### src/rtl/scc_pkg.sv
package scc_pkg;

  localparam int MEM_BYTES_DEF = 65536;
  localparam int REG_COUNT = 16;

  localparam logic [15:0] RESET_VECTOR = 16'hfffe;
  localparam logic [15:0] FLAG_MASK = 16'h0107;

  localparam logic [3:0] REG_PC = 4'd0;
  localparam logic [3:0] REG_SP = 4'd1;
  localparam logic [3:0] REG_SR = 4'd2;
  localparam logic [3:0] REG_CG = 4'd3;

  typedef enum logic [1:0] {
    MODE_LOAD   = 2'd0,
    MODE_SETREG = 2'd1,
    MODE_RESET  = 2'd2,
    MODE_EXEC   = 2'd3
  } mode_e;

  // single-operand codes
  localparam logic [2:0] SC_RRC  = 3'd0;
  localparam logic [2:0] SC_SWPB = 3'd1;
  localparam logic [2:0] SC_RRA  = 3'd2;
  localparam logic [2:0] SC_SXT  = 3'd3;
  localparam logic [2:0] SC_PUSH = 3'd4;
  localparam logic [2:0] SC_CALL = 3'd5;
  localparam logic [2:0] SC_RETI = 3'd6;

  // double-operand codes
  localparam logic [3:0] DO_MOV  = 4'd4;
  localparam logic [3:0] DO_ADD  = 4'd5;
  localparam logic [3:0] DO_ADDC = 4'd6;
  localparam logic [3:0] DO_SUBC = 4'd7;
  localparam logic [3:0] DO_SUB  = 4'd8;
  localparam logic [3:0] DO_CMP  = 4'd9;
  localparam logic [3:0] DO_DADD = 4'd10;
  localparam logic [3:0] DO_BIT  = 4'd11;
  localparam logic [3:0] DO_BIC  = 4'd12;
  localparam logic [3:0] DO_BIS  = 4'd13;
  localparam logic [3:0] DO_XOR  = 4'd14;
  localparam logic [3:0] DO_AND  = 4'd15;

  typedef enum logic [4:0] {
    DP_NOP, DP_CLR, DP_LATCH, DP_LOAD_WR, DP_SETREG, DP_CORE_RST, DP_RST_PC,
    DP_RD_LO, DP_RD_HI, DP_RD_END, DP_FETCH, DP_DECODE, DP_ERR, DP_PC_INC,
    DP_OPA, DP_OPX, DP_OPV, DP_EXEC, DP_WB_REG, DP_WR_LO, DP_WR_HI,
    DP_SP_DEC, DP_CALL_PC, DP_RETI_A, DP_RETI_B, DP_RETI_C, DP_RESP
  } dp_op_e;

  typedef enum logic [1:0] {
    OPK_IMM, OPK_EXT, OPK_MEM
  } opk_e;

  typedef enum logic [4:0] {
    S_CLR, S_IDLE, S_LOAD, S_SETREG, S_CRST, S_RSTPC, S_FETCH,
    S_RD0, S_RD1, S_RD2, S_DECODE, S_CHECK, S_OPA, S_OPX, S_OPV,
    S_EXEC, S_WB, S_WR0, S_WR1, S_SPDEC, S_CALLPC,
    S_RETI0, S_RETI1, S_RETI2, S_RESP
  } ctrl_state_e;

  typedef struct packed {
    logic       invalid;
    logic       is_jump;
    logic       is_single;
    logic       is_double;
    logic [2:0] scode;
    logic       opsel;
    opk_e       opk;
    logic       wb_reg;
    logic       wb_mem;
    logic       mem_byte;
    logic       clr_done;
    logic       out_free;
  } dp_status_t;

endpackage

### src/rtl/scc_ctrl.sv
module scc_ctrl import scc_pkg::*; (
  input  logic       clk_i,
  input  logic       rst_ni,
  input  logic       in_valid_i,
  input  logic [1:0] mode_i,
  input  dp_status_t status_i,
  output logic       in_stall_o,
  output dp_op_e     op_o
);

  ctrl_state_e state_q, state_d;
  ctrl_state_e ret_q, ret_d;
  ctrl_state_e after_opnd;
  ctrl_state_e after_exec;

  always_ff @(posedge clk_i or negedge rst_ni) begin
    if (!rst_ni) begin
      state_q <= S_CLR;
      ret_q   <= S_IDLE;
    end else begin
      state_q <= state_d;
      ret_q   <= ret_d;
    end
  end

  assign in_stall_o = (state_q != S_IDLE);

  always_comb begin
    after_opnd = (status_i.is_double && !status_i.opsel) ? S_OPA : S_EXEC;
    if (status_i.is_jump) begin
      after_exec = S_RESP;
    end else if (status_i.is_single &&
                 (status_i.scode == SC_PUSH || status_i.scode == SC_CALL)) begin
      after_exec = S_SPDEC;
    end else if (status_i.is_single && status_i.scode == SC_RETI) begin
      after_exec = S_RETI0;
    end else if (status_i.wb_reg) begin
      after_exec = S_WB;
    end else if (status_i.wb_mem) begin
      after_exec = S_WR0;
    end else begin
      after_exec = S_RESP;
    end
  end

  always_comb begin
    state_d = state_q;
    ret_d   = ret_q;
    op_o    = DP_NOP;
    unique case (state_q)
      S_CLR: begin
        op_o = DP_CLR;
        if (status_i.clr_done) state_d = S_IDLE;
      end
      S_IDLE: begin
        if (in_valid_i) begin
          op_o = DP_LATCH;
          unique case (mode_e'(mode_i))
            MODE_LOAD:   state_d = S_LOAD;
            MODE_SETREG: state_d = S_SETREG;
            MODE_RESET:  state_d = S_CRST;
            MODE_EXEC:   state_d = S_FETCH;
            default:     state_d = S_FETCH;
          endcase
        end
      end
      S_LOAD: begin
        op_o    = DP_LOAD_WR;
        state_d = S_RESP;
      end
      S_SETREG: begin
        op_o    = DP_SETREG;
        state_d = S_RESP;
      end
      S_CRST: begin
        op_o    = DP_CORE_RST;
        ret_d   = S_RSTPC;
        state_d = S_RD0;
      end
      S_RSTPC: begin
        op_o    = DP_RST_PC;
        state_d = S_RESP;
      end
      S_FETCH: begin
        op_o    = DP_FETCH;
        ret_d   = S_DECODE;
        state_d = S_RD0;
      end
      S_RD0: begin
        op_o    = DP_RD_LO;
        state_d = S_RD1;
      end
      S_RD1: begin
        op_o    = DP_RD_HI;
        state_d = S_RD2;
      end
      S_RD2: begin
        op_o    = DP_RD_END;
        state_d = ret_q;
      end
      S_DECODE: begin
        op_o    = DP_DECODE;
        state_d = S_CHECK;
      end
      S_CHECK: begin
        if (status_i.invalid) begin
          op_o    = DP_ERR;
          state_d = S_RESP;
        end else begin
          op_o    = DP_PC_INC;
          state_d = status_i.is_jump ? S_EXEC : S_OPA;
        end
      end
      S_OPA: begin
        op_o = DP_OPA;
        unique case (status_i.opk)
          OPK_IMM: state_d = after_opnd;
          OPK_EXT: begin
            ret_d   = S_OPX;
            state_d = S_RD0;
          end
          default: begin
            ret_d   = S_OPV;
            state_d = S_RD0;
          end
        endcase
      end
      S_OPX: begin
        op_o    = DP_OPX;
        ret_d   = S_OPV;
        state_d = S_RD0;
      end
      S_OPV: begin
        op_o    = DP_OPV;
        state_d = after_opnd;
      end
      S_EXEC: begin
        op_o    = DP_EXEC;
        state_d = after_exec;
      end
      S_WB: begin
        op_o    = DP_WB_REG;
        state_d = S_RESP;
      end
      S_WR0: begin
        op_o    = DP_WR_LO;
        state_d = status_i.mem_byte ? S_RESP : S_WR1;
      end
      S_WR1: begin
        op_o    = DP_WR_HI;
        state_d = (status_i.is_single && status_i.scode == SC_CALL) ? S_CALLPC : S_RESP;
      end
      S_SPDEC: begin
        op_o    = DP_SP_DEC;
        state_d = S_WR0;
      end
      S_CALLPC: begin
        op_o    = DP_CALL_PC;
        state_d = S_RESP;
      end
      S_RETI0: begin
        op_o    = DP_RETI_A;
        ret_d   = S_RETI1;
        state_d = S_RD0;
      end
      S_RETI1: begin
        op_o    = DP_RETI_B;
        ret_d   = S_RETI2;
        state_d = S_RD0;
      end
      S_RETI2: begin
        op_o    = DP_RETI_C;
        state_d = S_RESP;
      end
      S_RESP: begin
        op_o = DP_RESP;
        if (status_i.out_free) state_d = S_IDLE;
      end
      default: state_d = S_IDLE;
    endcase
  end

endmodule

### config.mk
export PLATFORM = sky130hd
export DESIGN_NAME = scc_ctrl
export DESIGN_NICKNAME = d
export VERILOG_FILES = /design/src/rtl/scc_pkg.sv /design/src/rtl/scc_ctrl.sv
export SDC_FILE = /design/constraint.sdc
export NUM_CORES = 1
export LEC_CHECK = 0
export ABC_CLOCK_PERIOD_IN_PS = 1600
export BUFFER_PORTS_ARGS = -buffer_cell sky130_fd_sc_hd__buf_2
export CAP_MARGIN = 25
export CORE_MARGIN = 5
export CORE_UTILIZATION = 28
export CTS_CLUSTER_SIZE = 24
export DETAILED_ROUTE_END_ITERATION = 16
export GPL_ROUTABILITY_DRIVEN = 0
export PLACE_DENSITY = 0.58
export SLEW_MARGIN = 20
export SYNTH_ARGS = -nofsm -noshare
export SYNTH_HDL_FRONTEND = slang
export SYNTH_SLANG_ARGS = --single-unit
export TNS_END_PERCENT = 10
### constraint.sdc
create_clock -name clk_i -period 1.6 [get_ports clk_i]
set_input_delay 0.16 -clock clk_i [delete_from_list [all_inputs] [get_ports clk_i]]
set_output_delay 0.16 -clock clk_i [all_outputs]
set_load 0.005 [all_outputs]
## Word level (Yosys, flattened, before mapping)

Cells that the tools add are included.

- RAM bits: 0
- Memories: 0
- Output and inout bits: 6
- Latch bits: 0
- ROM bits: 0
- Word-level logic and storage cells: 73
- Register bits after elaboration: 10
- Input port bits: 20

- Add/sub/neg operators: 0
- Divide/modulo/power cells: 0
- Equality and inequality tests: 36
- $mul: 0
- Reduce and logical (&&, ||, !) cells: 14
- Bitwise gates (word level): 0
- Shift operators: 0
- Mux-type cells: 21
- Magnitude comparators: 0

Operators with widths:

| operator | number |
|---|---|
| $pmux 5 s25 | 1 |
| $pmux 5 s16 | 1 |
| $eq 5x5->1 const B | 9 |
| $eq 5x4->1 const B | 8 |
| $mux 4 | 8 |
| $pmux 5 s6 | 1 |
| $eq 5x3->1 const B | 4 |
| $mux 5 | 4 |
| $pmux 5 s4 | 1 |
| $eq 5x2->1 const B | 2 |
| $pmux 5 s2 | 1 |
| $eq 3x3->1 const B | 3 |
| $ne 2x2->1 const B | 4 |
| $mux 2 | 3 |
| $reduce_bool 6->1 | 1 |
| $reduce_or 6->1 | 1 |
| $eq 5x1->1 const B | 1 |
| $logic_not 5->1 | 1 |
| $ne 5x1->1 const B | 1 |
| $reduce_or 5->1 | 1 |
| $eq 2x1->1 const B | 2 |
| $eq 2x2->1 const B | 2 |
| $logic_and 1x1->1 | 4 |
| $logic_not 2->1 | 2 |
| 5 further kinds | 5 |

## Longest topological paths before layout

- Depth after elaboration: 6
- Mapped depth: 7

## Worst setup path after synthesis

Ideal clock, no wire load.

- Path type: reg2reg
- Start: register state_q[3]
- End: register ret_q[1]
- Setup time: 125 ps
- Required time: 1,475 ps
- Cell stages (with the launch flop): 6
- Data arrival time: 1,401 ps
- Setup slack: 74 ps
- Path through: dfrtp_1 buf_6 or2_1 a21oi_2 o21a_2 mux2_4

- Cells in the longest elaborated chain, start to end: 3

RTL lines:

| element | RTL line | source |
|---|---|---|
| start: declaration | scc_ctrl.sv:11 | `ctrl_state_e state_q, state_d;` |
| start signal: assignment | scc_ctrl.sv:21 | `state_q <= state_d;` |
| $eq 5x4->1, or another cell as far along | scc_ctrl.sv:50 | `unique case (state_q)` |
| $reduce_bool 6->1 (no source line) / $ne 2x2->1 (equally long branches) | - |  |
| $reduce_and 2->1 (no source line) | - |  |
| end signal: assignment | scc_ctrl.sv:22 | `ret_q <= ret_d;` |
| end: declaration | scc_ctrl.sv:12 | `ctrl_state_e ret_q, ret_d;` |

Several ways; a longest one is shown, not always the timed one.
A chain may end at the register's enable or synchronous reset.

## Final worst setup path

- Start: register state_q[0]
- End: output port op_o[3]

- Cells in the longest elaborated chain, start to end: 2

RTL lines:

| element | RTL line | source |
|---|---|---|
| $eq 5x5->1, or another cell as far along | scc_ctrl.sv:50 |  |
| $pmux 5 s25 * | scc_ctrl.sv:50 |  |
| end: declaration | scc_ctrl.sv:8 | `output dp_op_e op_o` |

Mark *: on every way between the ends. The rest lies on a longest branch, timed or not.

==> metrics.txt <==
run status finished, violations left; failing checks negative setup slack; die outline width about 76 um; number of diodes 0; vias in the first global route 1,360; antenna violations before repair 0; Critical Path Slowest Stage Cell dfrtp_2; dpl hpwl 3151 um; Pre-antenna DRT Iters 4; # rows 23; CP arrival 1490 ps; min cycle time layout between 1500 and 2000 ps; Post-Syn Nets 181; cell taking the most area after synthesis dfrtp_1; Worst path max stage delay about 450 ps; first-pass GRT wire length 6610 um; Synth area leaders dfrtp_1 19%, o21ai_0 7.1%, a21oi_1 5.0%; fin crit share 103.2%; clock group share of total power ~7.8%; FF+latch count, synth 10; total CTS buffers 3; top-count cell post-synth o21ai_0; TritonCTS clock tree done; CP Max Fanout 5; Sink Count 10; Final Skew 4.330 ps; setup tns final -124.4 ps; CTS max path bufs 2; crit path kind flop to output pin; port bufs 25; Post-DP Area about 1500 um^2; clk_lat worst skew about 240 ps; Internal Power between 2 and 2.5 mW; fin nets ~240; layout cells sized above 1 45.58%; Routed Antenna Nets 0; dpl cells 249; crit path cell chain buf_12 -> nor2b_4 -> or3_1 -> o21ai_1 -> buf_2; FMAX about 610 MHz; Synth top area share 18.71%; hold_ws 231.4 ps; Die Y about 76 um; crit path setup slack, layout -51.43 ps; core area a little over 4000 um^2; Place WS -2.975 ps; global route overflow 0; Max VDD drop 0.0006401 V; average cell area after synthesis 7.476 um^2; RSZ-0062 raised after global routing true; asr flop ratio synth 100.0%; Setup Viol. Count Final 5; Power Total roughly 3.6 mW; largest net degree at the start of global routing 18; Via Count about 1,400; synthesized area 1204 um^2; Flop pwr share 14.4%; CTS clk-pin slew, worst paths 50 ps; number of DRC markers in iteration 0 81; Synth-to-Final Area Change 48.34%; starting density of the core between 20% and 30%; Worst setup EP type output pin; Worst Tran Pin Value 402.1 ps; Post-synth EDFFs 0; post-synth cell types 56; Synth Warn # 0; Sw Pwr 1.575 mW; Non-Filler Instances 265; Max transition margin 72.50%; Total Routing Usage GR around 15%; sequential area share after synthesis between 20% and 30%; HP Class primary input to flop; top post-synthesis cells by count 17 x o21ai_0, 16 x nand2_1, 12 x a21oi_1; Top FF cell, synth dfrtp_1; final instance area 1785 um^2; I/O Pins 26; power density over cell area 2033 nW/um^2; DRC 0; Routed WL 4154 um; wire length per cell 15.68 um; Switching Share 43.38%; MaxCap Viol Count 0; clock root buffer clkbuf_8; die area 5710 um^2; Vias/cell approximately 5.4; combinational power share 77.8%; max-slew violation count 0; Worst setup SP type flop; post-route core utilization 43.69%; H-tree lvl count 1; Final Hold Viols 0; Syn Inst Count 161; Lkg Pwr 0.7783 nW; Critical Path RT 1440 ps
[final cells by class]
class,instances,area [um^2]
fill,406,2301
multi-input combinational,126,885.9
timing repair buffer,64,493.0
sequential,10,257.7
tap,50,62.56
clock buffer,4,45.04
inverter,11,41.29
[metal layers]
layer  routed length, um  GRT usage [%]
met1                1856          20.61
met2                2007          24.83
met3                 239          3.034
met4                  51          5.243
met5                   0              0
[flip-flops by register name, indices dropped and copies added, names as in the netlist]
| register | count |
|---|---|
| state_q | 5 |
| ret_q | 5 |
[final timing paths]
path	depth (start not counted)	end	slack [ps]	start
setup / recovery	5	op_o[3]	-50	state_q[0]
hold / removal	3	state_q[2]	230	status_i[8]
min in group asynchronous	2	ret_q[4]	310	rst_ni
hold reg to reg	1	ret_q[3]	520	ret_q[3]
setup reg to reg	6	state_q[2]	-20	state_q[0]
max in group asynchronous	2	ret_q[0]	1020	rst_ni
[cells by family (layout without fill, tap and decap cells)]
| logic type | Yosys count | in the layout | synth area share (%) |
|---|---|---|---|
| AOI/OAI and AO/OA | 62 | 62 | 36.80 |
| and+or+nand+nor | 58 | 58 | 26.30 |
| muxes | 4 | 4 | 4.158 |
| xor gates and xnor gates | 2 | 2 | 1.456 |
| DFF | 10 | 10 | 20.89 |
| buffers and inverters | 25 | 79 | 10.39 |
[worst max-delay path, delay by kind of cell (launching register included)]
kind	cells	cell delay, ps
AOI/OAI and AO/OA	1	70
and+or+nand+nor	2	460
DFF	1	450
buffers and inverters	2	270
[power by group through the flow]
stage,Sequential [mW],Combinational (mW),Clock [mW]
after floorplan,0.435,1.51,0
after global placement,0.521,2.30,0
after detailed placement,0.526,2.30,0
after CTS,0.508,2.66,0.288
after global routing,0.538,3.05,0.297
final,0.523,2.83,0.282
[what timing repair did]
action	in CTS	in global routing
cloned	1	0
hold buffers	1	0
endpoints found under the hold margin	9	0
buffers inserted	7	3
pin swaps	3	7
setup endpoints to repair	6	16
gates resized for setup	18	17
[cells in the final DEF, fill, tap and decap left out, drive strengths merged, types with 4 or more instances in the layout]
cell type,synthesis,layout
clkbuf,1,4
dfrtp,9,9
nand3,5,5
o21ai,19,19
nor3,4,4
a32oi,4,4
nand2,16,16
nand2b,4,4
buf,13,62
nor2b,7,7
nor2,12,12
inv,11,11
a21oi,14,14
(Power assumes the default switching activity.)
